File: config.mk
export PLATFORM = sky130hd
export DESIGN_NAME = cua_fit_scan
export DESIGN_NICKNAME = d
export VERILOG_FILES = /design/src/hdl/cua_pkg.sv /design/src/hdl/cua_fit_scan.sv
export SDC_FILE = /design/constraint.sdc
export NUM_CORES = 1
export LEC_CHECK = 0
export BUFFER_PORTS_ARGS = -buffer_cell sky130_fd_sc_hd__buf_4
export CORE_UTILIZATION = 40
export DETAILED_ROUTE_END_ITERATION = 10
export PLACE_DENSITY = 0.63
export SLEW_MARGIN = 5
export SYNTH_ARGS = -nofsm -noshare
export SYNTH_HDL_FRONTEND = slang
export SYNTH_SLANG_ARGS = --single-unit
File: constraint.sdc
create_clock -name clk -period 8.8 [get_ports clk]
set_clock_uncertainty 0.15 [all_clocks]
set_input_delay 1.32 -clock clk [delete_from_list [all_inputs] [get_ports clk]]
set_output_delay 1.32 -clock clk [all_outputs]
set_load 0.01 [all_outputs]
File: src/hdl/cua_pkg.sv
package cua_pkg;

    localparam int UNITS  = 65536;
    localparam int ADDR_W = $clog2(UNITS);
    localparam int CNT_W  = ADDR_W + 1;

    localparam logic [ADDR_W-1:0] LAST_UNIT = ADDR_W'(UNITS - 1);
    localparam logic [15:0]       FAIL_MAX  = 16'hFFFF;

    typedef enum logic [1:0] {
        REQ_ALLOC   = 2'd0,
        REQ_COMPACT = 2'd1,
        REQ_LOAD    = 2'd2,
        REQ_NONE    = 2'd3
    } req_t;

    typedef enum logic [1:0] {
        POL_FIRST = 2'd0,
        POL_NEXT  = 2'd1,
        POL_BEST  = 2'd2,
        POL_WORST = 2'd3
    } policy_t;

    typedef enum logic [2:0] {
        ST_CLEAR,
        ST_IDLE,
        ST_SCAN,
        ST_MARK,
        ST_COUNT,
        ST_FILL,
        ST_RESP
    } state_t;

    // control from the sequencer to the run scanner
    typedef struct packed {
        logic              init;
        logic              vld;
        logic [ADDR_W-1:0] idx;
        logic              occ;
        policy_t           policy;
        logic [CNT_W-1:0]  size;
    } scan_ctl_t;

    // verdict of the run scanner
    typedef struct packed {
        logic              done;
        logic              hit;
        logic [ADDR_W-1:0] start;
        logic [ADDR_W-1:0] next_ptr;
    } scan_res_t;

endpackage

File: src/hdl/cua_fit_scan.sv
module cua_fit_scan (
    input  logic               clk,
    input  logic               rst_n,
    input  cua_pkg::scan_ctl_t ctl,
    output cua_pkg::scan_res_t res
);
    import cua_pkg::*;

    logic [CNT_W-1:0]  run_reg, run_next;
    logic [ADDR_W-1:0] begin_reg, begin_next;
    logic              have_reg, have_next;
    logic [CNT_W-1:0]  pick_len_reg, pick_len_next;
    logic [ADDR_W-1:0] pick_start_reg, pick_start_next;
    logic              wrapped_reg, wrapped_next;

    logic [CNT_W-1:0]  run_in;
    logic [CNT_W-1:0]  chk_len;
    logic [ADDR_W-1:0] chk_begin;
    logic              chk_en;
    logic              better;
    logic              fit_now;
    logic              is_last;
    logic              extreme;

    assign extreme = (ctl.policy == POL_BEST) || (ctl.policy == POL_WORST);
    assign is_last = (ctl.idx == LAST_UNIT);
    // a run never carries across the wrap to unit zero
    assign run_in  = (ctl.idx == '0) ? '0 : run_reg;

    // extend or break the current run
    always_comb
    begin
        if (ctl.occ)
        begin
            run_next   = '0;
            begin_next = begin_reg;
            chk_len    = run_in;
            chk_begin  = begin_reg;
            chk_en     = extreme;
        end
        else
        begin
            run_next   = run_in + CNT_W'(1);
            begin_next = (run_in == '0) ? ctl.idx : begin_reg;
            chk_len    = run_next;
            chk_begin  = begin_next;
            chk_en     = extreme && is_last;
        end
    end

    assign fit_now = !ctl.occ && (run_next >= ctl.size);

    // weigh a closed run against the best pick so far
    always_comb
    begin
        better = 1'b0;
        if (chk_en && (chk_len >= ctl.size))
        begin
            if (!have_reg)
            begin
                better = 1'b1;
            end
            else if (ctl.policy == POL_WORST)
            begin
                better = chk_len > pick_len_reg;
            end
            else
            begin
                better = chk_len < pick_len_reg;
            end
        end
    end

    always_comb
    begin
        have_next       = have_reg || better;
        pick_len_next   = better ? chk_len : pick_len_reg;
        pick_start_next = better ? chk_begin : pick_start_reg;
        wrapped_next    = wrapped_reg || is_last;
    end

    // report the outcome of this element
    always_comb
    begin
        res.next_ptr = ctl.idx + ADDR_W'(1);
        if (extreme)
        begin
            res.done  = ctl.vld && is_last;
            res.hit   = have_next;
            res.start = pick_start_next;
        end
        else
        begin
            res.done  = ctl.vld && (fit_now ||
                        (is_last && ((ctl.policy == POL_FIRST) || wrapped_reg)));
            res.hit   = fit_now;
            res.start = begin_next;
        end
    end

    always_ff @(posedge clk or negedge rst_n)
    begin
        if (!rst_n)
        begin
            run_reg     <= '0;
            have_reg    <= 1'b0;
            wrapped_reg <= 1'b0;
        end
        else if (ctl.init)
        begin
            run_reg     <= '0;
            have_reg    <= 1'b0;
            wrapped_reg <= 1'b0;
        end
        else if (ctl.vld)
        begin
            run_reg     <= run_next;
            have_reg    <= have_next;
            wrapped_reg <= wrapped_next;
        end
    end

    always_ff @(posedge clk)
    begin
        if (ctl.init)
        begin
            begin_reg <= '0;
        end
        else if (ctl.vld)
        begin
            begin_reg      <= begin_next;
            pick_len_reg   <= pick_len_next;
            pick_start_reg <= pick_start_next;
        end
    end

endmodule

==> impl_results.md, run 1 <==
* Detailed Route Iter0 Violations at 361
* Crit Path Category: in2out
* Area of the multi-input gates at 3310 um^2
* Floorplan die area at between 10000 and 15000 um^2
* Synth Area in XOR/XNOR at 0.0645
* Fraction of the yosys area taken by sequential cells at 0.329
* Critical Path Sink Type: output pin
* Die extent in x at 119 um
* Final antenna diode count at 0
* Relative slew slack at 0.328
* Transition time at the pin with the least slew margin at 1.01 ns
* Most frequent standard cell in the layout excluding fill and tap cells: sky130_fd_sc_hd__buf_4
* Critical path's largest stage delay at 0.59 ns
* Total of endpoints with negative setup slack in the final report at 0
* Leakage power at between 2 and 3 nW
* Cells after Synth at 612
* Total negative slack at 0 ns
* CTS Hold Bufs at 0
* Number of instances resized during post-cts repair at 0
* Setup Buffers After CTS at 0
* Clock transition at path regs at ~0.06 ns
* Ratio of final minimum period to clock period at 0.901
* Grt ovf at 0
* Post-Syn Area per Cell at 8.87 um^2
* Required time of the critical path at 7.33 ns
* Largest net degree at the start of global routing at 34
* Proportion of synthesized area in mux cells at 0.119
* Clock sink total at 68
* Number of nets with antenna violations after routing at 0
* Highest fanout seen on the critical path at 20
* Via count of the first global-routing pass at 4566
* CTS tree: built
* Maximum capacitance violations at 0
* Depth of the CTS H-tree at 3
* Achievable clock frequency at 126 MHz
* Portion of synthesized cell area occupied by the leading cell type at 0.183
* Area delta synth->final at 17.4%
* EDFF count, synth at 33
* Routed vias at 4632
* Commonest non-fill, non-tap cells in the layout: sky130_fd_sc_hd__buf_4, sky130_fd_sc_hd__nand2_1, sky130_fd_sc_hd__ha_1, sky130_fd_sc_hd__nor2_1, sky130_fd_sc_hd__inv_1
* Overall fraction of global-route tracks in use at 0.205
* Synthesis warning total at 0
* Clk Tree Root Cell: sky130_fd_sc_hd__clkbuf_16
* Number of different library cells in the post-synthesis netlist at 48
* Flip-flop and latch count after synthesis at 68
* Post-synth top flop: sky130_fd_sc_hd__edfxtp_1
* Min-delay worst type: reg2reg
* Placeable core area at 13200 um^2
* Power density over the cells at around 130 nW/um^2
* Cells along the critical path: buf_4 -> inv_1 -> ha_1 -> nor4b_1 -> nand4_1 -> buf_4 -> and2_1 -> ha_1 -> nand2_1 -> nor2_1 -> and3_1 -> nand3_1 -> nor3_1 -> xnor2_1 -> nor2_1 -> ha_1 -> nand4_1 -> nor4_1 -> o21ai_0 -> nand4_1 -> nor3b_1 -> a211o_1 -> mux2_2 -> buf_4
* Layout net count at ~770
* Arrival @ worst endpoint at 6.46 ns
* Dpl hpwl at 10600 um
* Dominant combinational cell family by area after synthesis: simple AND/OR/NAND/NOR gates
* Die H at 119 um
* Post-synthesis compound-gate area fraction at 0.0973
* Cell area after synthesis at 5430 um^2
* Status: complete, no violations
* First-pass GRT wire length at 22800 um
* Leading post-synthesis cells by cell area: sky130_fd_sc_hd__edfxtp_1, sky130_fd_sc_hd__ha_1, sky130_fd_sc_hd__dfrtp_1, sky130_fd_sc_hd__mux2_2, sky130_fd_sc_hd__dfxtp_1
* CP max-delay cell: sky130_fd_sc_hd__a211o_1
* Share of async-settable or async-resettable flops after synthesis at 0.279
* Area fraction in and, or, nand and nor cells after synthesis at 0.200
* Number of DRC violations after detailed routing at 0
* FILL cells at roughly 1300
* Via-to-Cell Ratio at between 5 and 6
* Row count at 42
* Number of buffers and inverters on the critical path at 4
* I/O Pins at 74
* Largest delay share family, worst path: simple AND/OR/NAND/NOR gates
* Count of input and output buffers at 73
* Bufs on Longest Clock Path at 2
* Leading area contributor after synthesis: sky130_fd_sc_hd__edfxtp_1
* Gp weighted congestion at 0.870
* Clock latency at the later pin of the worst-skew pair at 0.34 ns
* Routed wire length at roughly 14000 um
* Startpoint kind of the worst setup timing path: primary input
* Fraction of final layout cells with drive strength greater than 1 at 0.209
* Synth Net Count at 708
* Total power draw at 830 uW
* Maximum ir drop on the vdd rail at 0.0000876 V
* Adder-Cell Fraction of Synth Area at 0.129
* Post-layout minimum cycle time at 7.93 ns
* Initial Utilization at 0.410
* Sequential cell area at 1790 um^2
* Slew Limit Fails at 0
* Average wire length per cell after detail routing at 16.3 um
* Number of antenna violations at the first check in global routing at 0
* Count of TritonRoute iterations in the first routing pass at 7
* Count of final hold-check violations at 0
* Setup repair after global routing missed its margin: no
* Inserted Clock Buffers at 9
==> area by class of cell <==
cell class | count | area share
clock buffers | 12 | 0.0387
clock inverters | 4 | 0.00785
inverters | 51 | 0.0300
multi-input cells | 464 | 0.519
flip-flops and latches | 68 | 0.280
well taps | 176 | 0.0346
repair buffers | 76 | 0.0895
==> worst paths after layout <==
path / start / endpoint / depth (start not counted) / slack (ns)
min in group asynchronous: rst_n / run_reg[11] / 1 / 0.71
max reg2reg: run_reg[1] / pick_len_reg[9] / 18 / 3.67
min reg2reg: begin_reg[1] / begin_reg[1] / 2 / 0.30
max: ctl[20] / res[27] / 24 / 0.87
min: begin_reg[1] / begin_reg[1] / 2 / 0.30
max in group asynchronous: rst_n / run_reg[4] / 1 / 7.58
==> cell usage after synthesis, types with 2 or more instances <==
cell type	count
sky130_fd_sc_hd__buf_6	2
sky130_fd_sc_hd__or3_1	5
sky130_fd_sc_hd__a211o_1	3
sky130_fd_sc_hd__nor3_1	10
sky130_fd_sc_hd__xor2_1	7
sky130_fd_sc_hd__and4_1	3
sky130_fd_sc_hd__dfxtp_1	16
sky130_fd_sc_hd__and3_1	5
sky130_fd_sc_hd__a21oi_1	48
sky130_fd_sc_hd__xnor2_1	33
sky130_fd_sc_hd__nor2b_1	6
sky130_fd_sc_hd__nand4_1	19
sky130_fd_sc_hd__o22ai_1	5
sky130_fd_sc_hd__and2_1	4
sky130_fd_sc_hd__dfrtp_1	19
sky130_fd_sc_hd__nand2b_1	3
sky130_fd_sc_hd__o21bai_1	2
sky130_fd_sc_hd__o21ai_0	17
sky130_fd_sc_hd__mux2i_1	7
sky130_fd_sc_hd__nor2_1	51
sky130_fd_sc_hd__mux2_2	38
sky130_fd_sc_hd__o21a_1	3
sky130_fd_sc_hd__inv_1	51
sky130_fd_sc_hd__nand2_1	60
sky130_fd_sc_hd__a32o_1	2
sky130_fd_sc_hd__buf_1	3
sky130_fd_sc_hd__a21o_1	4
sky130_fd_sc_hd__o31ai_1	2
sky130_fd_sc_hd__buf_2	2
sky130_fd_sc_hd__nor4_1	11
sky130_fd_sc_hd__ha_1	56
sky130_fd_sc_hd__clkbuf_1	21
sky130_fd_sc_hd__nand3_1	39
sky130_fd_sc_hd__mux2_4	9
sky130_fd_sc_hd__edfxtp_1	33
==> tightest hold or removal path: stages, from the launching register on <==
cell and delay (ns):
sky130_fd_sc_hd__dfxtp_1 0.31, sky130_fd_sc_hd__nand2_1 0.05, sky130_fd_sc_hd__a21oi_1 0.05
==> power breakdown <==
group	internal, mW	switching (mW)	total (mW)
Sequential	0.339	0.00350	0.343
Clock	0.227	0.136	0.363
Combinational	0.0574	0.0675	0.125
==> per-stage QoR <==
stage / hold slack (ns) / cells / cell area, um^2 / utilization / setup WS, ns
4_1_cts: 0.306 / 851 / 6370 / 0.481 / 0.882
5_1_grt: 0.320 / 851 / 6370 / 0.481 / 0.447
3_3_place_gp: 0.291 / 835 / 6080 / 0.459 / 1.08
6_report: 0.303 / 851 / 6370 / 0.481 / 0.868
2_1_floorplan: 0.284 / 612 / 5430 / - / 1.42
3_5_place_dp: 0.298 / 835 / 6080 / 0.459 / 0.968
==> routing by layer <==
layer  global-route usage  routed length, um
met4               0.0775                227
met1                0.273               6480
met2                0.336               6600
met5                    0                  0
met3               0.0304                591
==> cell families after synthesis <==
family / Yosys count
adders and majority gates: 56
and+or+nand+nor: 222
AOI/OAI and AO/OA: 91
DFF: 68
muxes: 55
buffers and inverters: 80
xor gates and xnor gates: 40
Note: power is estimated with default switching activity, not from simulation.
==> inputs of run 2 (changes only) <==
--- a/config.mk
+++ b/config.mk
@@ -6,9 +6,12 @@
 export NUM_CORES = 1
 export LEC_CHECK = 0
 export BUFFER_PORTS_ARGS = -buffer_cell sky130_fd_sc_hd__buf_4
+export CORE_MARGIN = 5
 export CORE_UTILIZATION = 40
+export CTS_CLUSTER_SIZE = 20
 export DETAILED_ROUTE_END_ITERATION = 10
 export PLACE_DENSITY = 0.63
+export SETUP_SLACK_MARGIN = 0.15
 export SLEW_MARGIN = 5
 export SYNTH_ARGS = -nofsm -noshare
 export SYNTH_HDL_FRONTEND = slang
==> impl_results.md, run 2 (synthesized netlist as in run 1, its figures left out) <==
* Hold wc startpoint: begin_reg[15]
* Maximum ir drop on the vdd rail at 0.0000881 V (+0.54%)
* Placeable core area at 13300 um^2 (+0.40%)
* Post-layout minimum cycle time at 7.97 ns (+0.0348 ns)
* Leakage power at 2.86 nW (+0.15%)
* Routed vias at 4605 (-0.58%)
* Relative slew slack at 0.329 (+0.000523)
* Count of input and output buffers at 73 (unchanged)
* Depth of the CTS H-tree at 3 (unchanged)
* Register-to-register setup slack at 3.65 ns (-0.02 ns)
* Row count at 42 (unchanged)
* Floorplan die area at 16000 um^2 (+14%)
* Transition time at the pin with the least slew margin at 1.01 ns (-0.000785 ns)
* CTS tree: built
* Clk Tree Root Cell: sky130_fd_sc_hd__clkbuf_16
* CTS Hold Bufs at 0 (unchanged)
* Cell count after placement at 835 (unchanged)
* Final antenna diode count at 0 (unchanged)
* Most frequent standard cell in the layout excluding fill and tap cells: sky130_fd_sc_hd__buf_4
* Maximum capacitance violations at 0 (unchanged)
* Power density over the cells at 131 nW/um^2 (+0.69%)
* Final setup margin at 0.833 ns (-0.0348 ns)
* Overall fraction of global-route tracks in use at 0.182 (-0.0235)
* Number of standard cells in the final layout excluding fillers at 851 (unchanged)
* Via count of the first global-routing pass at 4520 (-1.0%)
* Setup repair after global routing missed its margin: no
* Number of DRC violations after detailed routing at 0 (unchanged)
* Highest fanout seen on the critical path at 20 (unchanged)
* Status: complete, no violations
* Count of final hold-check violations at 0 (unchanged)
* CP max-delay cell: sky130_fd_sc_hd__a211o_1
* Critical R2R Launch: run_reg[0]
* Area delta synth->final at 17.4% (about the same)
* Total of endpoints with negative setup slack in the final report at 0 (unchanged)
* Achievable clock frequency at 126 MHz (-0.44%)
* Gp weighted congestion at 0.873 (+0.34%)
* Crit Path Category: in2out
* Critical path's largest stage delay at 0.59 ns (about the same)
* Slew Limit Fails at 0 (unchanged)
* Via-to-Cell Ratio at 5.41 (-0.58%)
* I/O Pins at 74 (unchanged)
* Startpoint kind of the worst setup timing path: primary input
* Layout net count at 766 (unchanged)
* Die extent in x at 127 um (+6.8%)
* Depth of the worst hold-timing path at 2 (unchanged)
* Number of nets with antenna violations after routing at 0 (unchanged)
* Detailed Route Iter0 Violations at 333 (-7.8%)
* Setup Buffers After CTS at 0 (unchanged)
* Destination of the worst register-to-register timing path: pick_len_reg[11]
* Finished layout cell area at 6370 um^2 (about the same)
* Inserted Clock Buffers at 9 (unchanged)
* Clock transition at path regs at 0.06 ns (about the same)
* Die H at 127 um (+6.8%)
* Fraction of final layout cells with drive strength greater than 1 at 0.209 (unchanged)
* Largest net degree at the start of global routing at 34 (unchanged)
* Clock latency at the later pin of the worst-skew pair at 0.35 ns (about the same)
* Count of TritonRoute iterations in the first routing pass at 5 (-2)
* Dpl hpwl at 11000 um (+4.2%)
* Ratio of final minimum period to clock period at 0.905 (+0.00396)
* Clock sink total at 68 (unchanged)
* Bufs on Longest Clock Path at 2 (unchanged)
* Average wire length per cell after detail routing at 16.9 um (+3.5%)
* Cells along the critical path: buf_4 -> inv_1 -> ha_1 -> nor4b_1 -> nand4_1 -> buf_4 -> and2_1 -> ha_1 -> nand2_1 -> nor2_1 -> and3_1 -> nand3_1 -> nor3_1 -> xnor2_1 -> nor2_1 -> ha_1 -> nand4_1 -> nor4_1 -> o21ai_0 -> nand4_1 -> nor3b_1 -> a211o_1 -> mux2_2 -> buf_4
* Required time of the critical path at 7.33 ns (about the same)
* Depth of the worst register-to-register path at 19 (+1)
* Number of instances resized during post-cts repair at 0 (unchanged)
* Post-place setup slack at 0.864 ns (-0.104 ns)
* Critical path destination: res[17]
* Initial Utilization at 0.408 (-0.00162)
* Routed wire length at 14400 um (+3.5%)
* Critical Path Start: ctl[20]
* Total negative slack at 0 ns (unchanged)
* Number of antenna violations at the first check in global routing at 0 (unchanged)
* Total power draw at 836 uW (+0.67%)
* First-pass GRT wire length at 23500 um (+3.1%)
* Commonest non-fill, non-tap cells in the layout: sky130_fd_sc_hd__buf_4, sky130_fd_sc_hd__nand2_1, sky130_fd_sc_hd__ha_1, sky130_fd_sc_hd__nor2_1, sky130_fd_sc_hd__inv_1
* Min-delay worst type: reg2reg
* Critical Path Sink Type: output pin
* Grt ovf at 0 (unchanged)
* Area after DPL at 6080 um^2 (unchanged)
* Arrival @ worst endpoint at 6.50 ns (+0.04 ns)
run 2: worst min-delay path by stage:
stage	endpoint	slack, ns
final	begin_reg[15]	0.30
after global routing	begin_reg[15]	0.32
after CTS	begin_reg[15]	0.31
after detailed placement	begin_reg[5]	0.30
after global placement	begin_reg[6]	0.29
after floorplan	begin_reg[0]	0.28
run 2: area by class of cell:
cell class                 count  area (um^2)
inverter                      51          191
tap                          176          220
fill                        1263         6920
clock buffer                  12          246
timing repair buffer          76          571
clock inverter                 4         48.8
sequential                    68         1790
multi-input combinational    464         3310
run 2: critical path: cells and delay by family:
| kind | cells | cell delay (ns) |
|---|---|---|
| buffers and inverters | 4 | 0.55 |
| xor gates and xnor gates | 1 | 0.14 |
| muxes | 1 | 0.42 |
| and+or+nand+nor | 13 | 2.53 |
| AOI/OAI and AO/OA | 2 | 0.75 |
| adders and majority gates | 3 | 0.76 |
run 2: power breakdown:
part	switching, mW	internal, mW	total [mW]
Combinational	0.0678	0.0573	0.125
Clock	0.142	0.227	0.369
Sequential	0.00333	0.339	0.342
run 2: per-stage QoR:
| step | util | hold slack, ns |
|---|---|---|
| finish | 0.479 | 0.303 |
| global placement | 0.457 | 0.290 |
| floorplan | - | 0.284 |
| detailed placement | 0.457 | 0.297 |
| global route | 0.479 | 0.324 |
| CTS | 0.479 | 0.305 |
run 2: per-layer routing:
layer,up-vias,wire length [um],GRT usage
li1,2289,-,-
met1,2204,6730,0.247
met2,100,6810,0.294
met3,12,658,0.0370
met4,0,181,0.0517
met5,-,0,0
==> inputs of run 3 (changes only) <==
--- a/config.mk
+++ b/config.mk
@@ -5,12 +5,12 @@
 export SDC_FILE = /design/constraint.sdc
 export NUM_CORES = 1
 export LEC_CHECK = 0
-export BUFFER_PORTS_ARGS = -buffer_cell sky130_fd_sc_hd__buf_4
 export CORE_MARGIN = 5
 export CORE_UTILIZATION = 40
 export CTS_CLUSTER_SIZE = 20
 export DETAILED_ROUTE_END_ITERATION = 10
-export PLACE_DENSITY = 0.63
+export DONT_BUFFER_PORTS = 1
+export PLACE_DENSITY = 0.58
 export SETUP_SLACK_MARGIN = 0.15
 export SLEW_MARGIN = 5
 export SYNTH_ARGS = -nofsm -noshare
==> impl_results.md, run 3 (synthesized netlist as in run 1, its figures left out) <==
* Status: complete, no violations
* Number of instances resized during post-cts repair at 0 (unchanged)
* Switching power of the nets at 187 uW (-12%)
* CTS Hold Bufs at 0 (unchanged)
* Switching part of the total power at 0.233 (-0.0218)
* Clk Tree Root Cell: sky130_fd_sc_hd__clkbuf_16
* Count of final hold-check violations at 0 (unchanged)
* Row count at 42 (unchanged)
* Via-to-Cell Ratio at 5.67 (+4.8%)
* Leakage power at 2.51 nW (-12%)
* Power density over the cells at 138 nW/um^2 (+4.9%)
* Count of TritonRoute iterations in the first routing pass at 4 (-1)
* Critical Path Sink Type: output pin
* Clock sink total at 68 (unchanged)
* Bufs on Longest Clock Path at 2 (unchanged)
* Area after DPL at 5530 um^2 (-9.0%)
* Achievable clock frequency at 128 MHz (+2.3%)
* Area delta synth->final at 7.63%
* Finished layout cell area at 5840 um^2 (-8.3%)
* Part of the power in combinational logic at 0.098 (-0.052)
* Clock transition at path regs at 0.06 ns (about the same)
* Transition time at the pin with the least slew margin at 1.03 ns (+0.0250 ns)
* Inserted Clock Buffers at 9 (unchanged)
* Crit Path Category: in2out
* Die H at 127 um (unchanged)
* Critical R2R Launch: run_reg[1]
* Total of endpoints with negative setup slack in the final report at 0 (unchanged)
* Clock latency at the later pin of the worst-skew pair at 0.34 ns (about the same)
* Depth of the worst hold-timing path at 2 (unchanged)
* Required time of the critical path at 7.33 ns (about the same)
* First-pass GRT wire length at 22400 um (-4.8%)
* Sequential power share at 0.426 (+0.017)
* Setup repair after global routing missed its margin: no
* Worst min-delay path endpoint: begin_reg[1]
* Initial Utilization at 0.408 (unchanged)
* Floorplan die area at 16000 um^2 (unchanged)
* Routed vias at 4410 (-4.2%)
* Average wire length per cell after detail routing at 17.8 um (+5.4%)
* Slew Limit Fails at 0 (unchanged)
* Most frequent standard cell in the layout excluding fill and tap cells: sky130_fd_sc_hd__nand2_1
* Detailed Route Iter0 Violations at 357 (+7.2%)
* Arrival @ worst endpoint at 6.32 ns (-0.18 ns)
* Depth of the worst register-to-register path at 18 (-1)
* Internal power at 617 uW (-1.0%)
* Worst hold margin at 0.296 ns (-0.00672 ns)
* Maximum ir drop on the vdd rail at 0.0000819 V (-7.0%)
* Final antenna diode count at 0 (unchanged)
* Grt ovf at 0 (unchanged)
* Highest fanout seen on the critical path at 20 (unchanged)
* Fraction of final layout cells with drive strength greater than 1 at 0.113 (-0.0959)
* Count of input and output buffers at 0 (-100%)
* Register-to-register setup slack at 3.62 ns (-0.03 ns)
* CTS tree: built
* Layout net count at 693 (-9.5%)
* Maximum capacitance violations at 0 (unchanged)
* Largest net degree at the start of global routing at 34 (unchanged)
* Depth of the CTS H-tree at 3 (unchanged)
* Gp weighted congestion at 0.877 (+0.47%)
* Routed wire length at 13900 um (-3.7%)
* Number of antenna violations at the first check in global routing at 0 (unchanged)
* Number of nets with antenna violations after routing at 0 (unchanged)
* Critical Path Start: ctl[20]
* Ratio of final minimum period to clock period at 0.885 (-0.0207)
* Dpl hpwl at 10400 um (-5.1%)
* Clock group share of total power at 0.476 (+0.035)
* Via count of the first global-routing pass at 4380 (-3.1%)
* I/O Pins at 74 (unchanged)
* Hold wc startpoint: begin_reg[1]
* Min-delay worst type: reg2reg
* Die extent in x at 127 um (unchanged)
* Setup Buffers After CTS at 0 (unchanged)
* Post-layout minimum cycle time at 7.79 ns (-0.182 ns)
* Startpoint kind of the worst setup timing path: primary input
* Total negative slack at 0 ns (unchanged)
* Commonest non-fill, non-tap cells in the layout: sky130_fd_sc_hd__nand2_1, sky130_fd_sc_hd__ha_1, sky130_fd_sc_hd__nor2_1, sky130_fd_sc_hd__inv_1, sky130_fd_sc_hd__a21oi_1
* Destination of the worst register-to-register timing path: pick_len_reg[7]
* Placeable core area at 13300 um^2 (unchanged)
* Overall fraction of global-route tracks in use at 0.173 (-0.00846)
* Number of DRC violations after detailed routing at 0 (unchanged)
* Relative slew slack at 0.312 (-0.0167)
run 3: cell count changes in the layout (fill, tap and decap cells not counted), sizes merged:
cell,before,now
inv,52,51
buf,76,3
clkbuf,12,13
run 3: area by class of cell:
| cell class | count | area, um^2 |
|---|---|---|
| timing repair buffer | 3 | 22.5 |
| sequential | 68 | 1790 |
| tap | 176 | 220 |
| multi-input combinational | 464 | 3310 |
| clock inverter | 3 | 42.5 |
| fill | 1286 | 7450 |
| inverter | 51 | 191 |
| clock buffer | 13 | 272 |
run 3: worst max path at each step:
stage / to / slack (ns) / depth (start not counted)
after floorplan: res[22] / 1.42 / 26
after global placement: res[22] / 1.21 / 20
after detailed placement: res[30] / 1.02 / 22
after CTS: res[30] / 1.0 / 22
after global routing: res[30] / 0.45 / 22
final: res[30] / 1.01 / 22
run 3: power by group through the flow:
stage | clock (mW) | combinational, mW | sequential (mW)
floorplan | 0 | 0.0711 | 0.347
global placement | 0 | 0.0772 | 0.348
detailed placement | 0 | 0.0790 | 0.349
CTS | 0.391 | 0.0797 | 0.342
global route | 0.403 | 0.0877 | 0.343
finish | 0.383 | 0.0790 | 0.342
run 3: per-stage QoR:
step / instances / utilization / worst slack (ns) / power (mW)
2_1_floorplan: 612 / - / 1.42 / 0.419
5_1_grt: 778 / 0.439 / 0.454 / 0.833
6_report: 778 / 0.439 / 1.01 / 0.804
3_5_place_dp: 762 / 0.416 / 1.02 / 0.428
4_1_cts: 778 / 0.439 / 0.997 / 0.812
3_3_place_gp: 762 / 0.416 / 1.21 / 0.426
run 3: critical path: stages:
cell                      delay (ns)
sky130_fd_sc_hd__inv_1          0.06
sky130_fd_sc_hd__ha_1           0.20
sky130_fd_sc_hd__nor4b_1        0.16
sky130_fd_sc_hd__nand4_1        0.08
sky130_fd_sc_hd__buf_4          0.23
sky130_fd_sc_hd__and2_1         0.21
sky130_fd_sc_hd__ha_1           0.23
sky130_fd_sc_hd__nand2_1        0.06
sky130_fd_sc_hd__nor2_1         0.13
sky130_fd_sc_hd__and3_1         0.34
sky130_fd_sc_hd__nand3_1        0.28
sky130_fd_sc_hd__nor3_1         0.28
sky130_fd_sc_hd__xnor2_1        0.14
sky130_fd_sc_hd__nor2_1         0.09
sky130_fd_sc_hd__ha_1           0.33
sky130_fd_sc_hd__nand4_1        0.15
sky130_fd_sc_hd__nor4_1         0.46
sky130_fd_sc_hd__o21ai_0        0.16
sky130_fd_sc_hd__nand4_1        0.14
sky130_fd_sc_hd__nor3b_1        0.20
sky130_fd_sc_hd__a211o_1        0.60
sky130_fd_sc_hd__mux2_2         0.45
run 3: layer usage:
metal | up-vias | track usage | wire (um)
li1 | 2138 | - | -
met3 | 16 | 0.0408 | 738
met4 | 0 | 0.0631 | 197
met1 | 2140 | 0.234 | 6490
met5 | - | 0 | 0
met2 | 116 | 0.271 | 6430
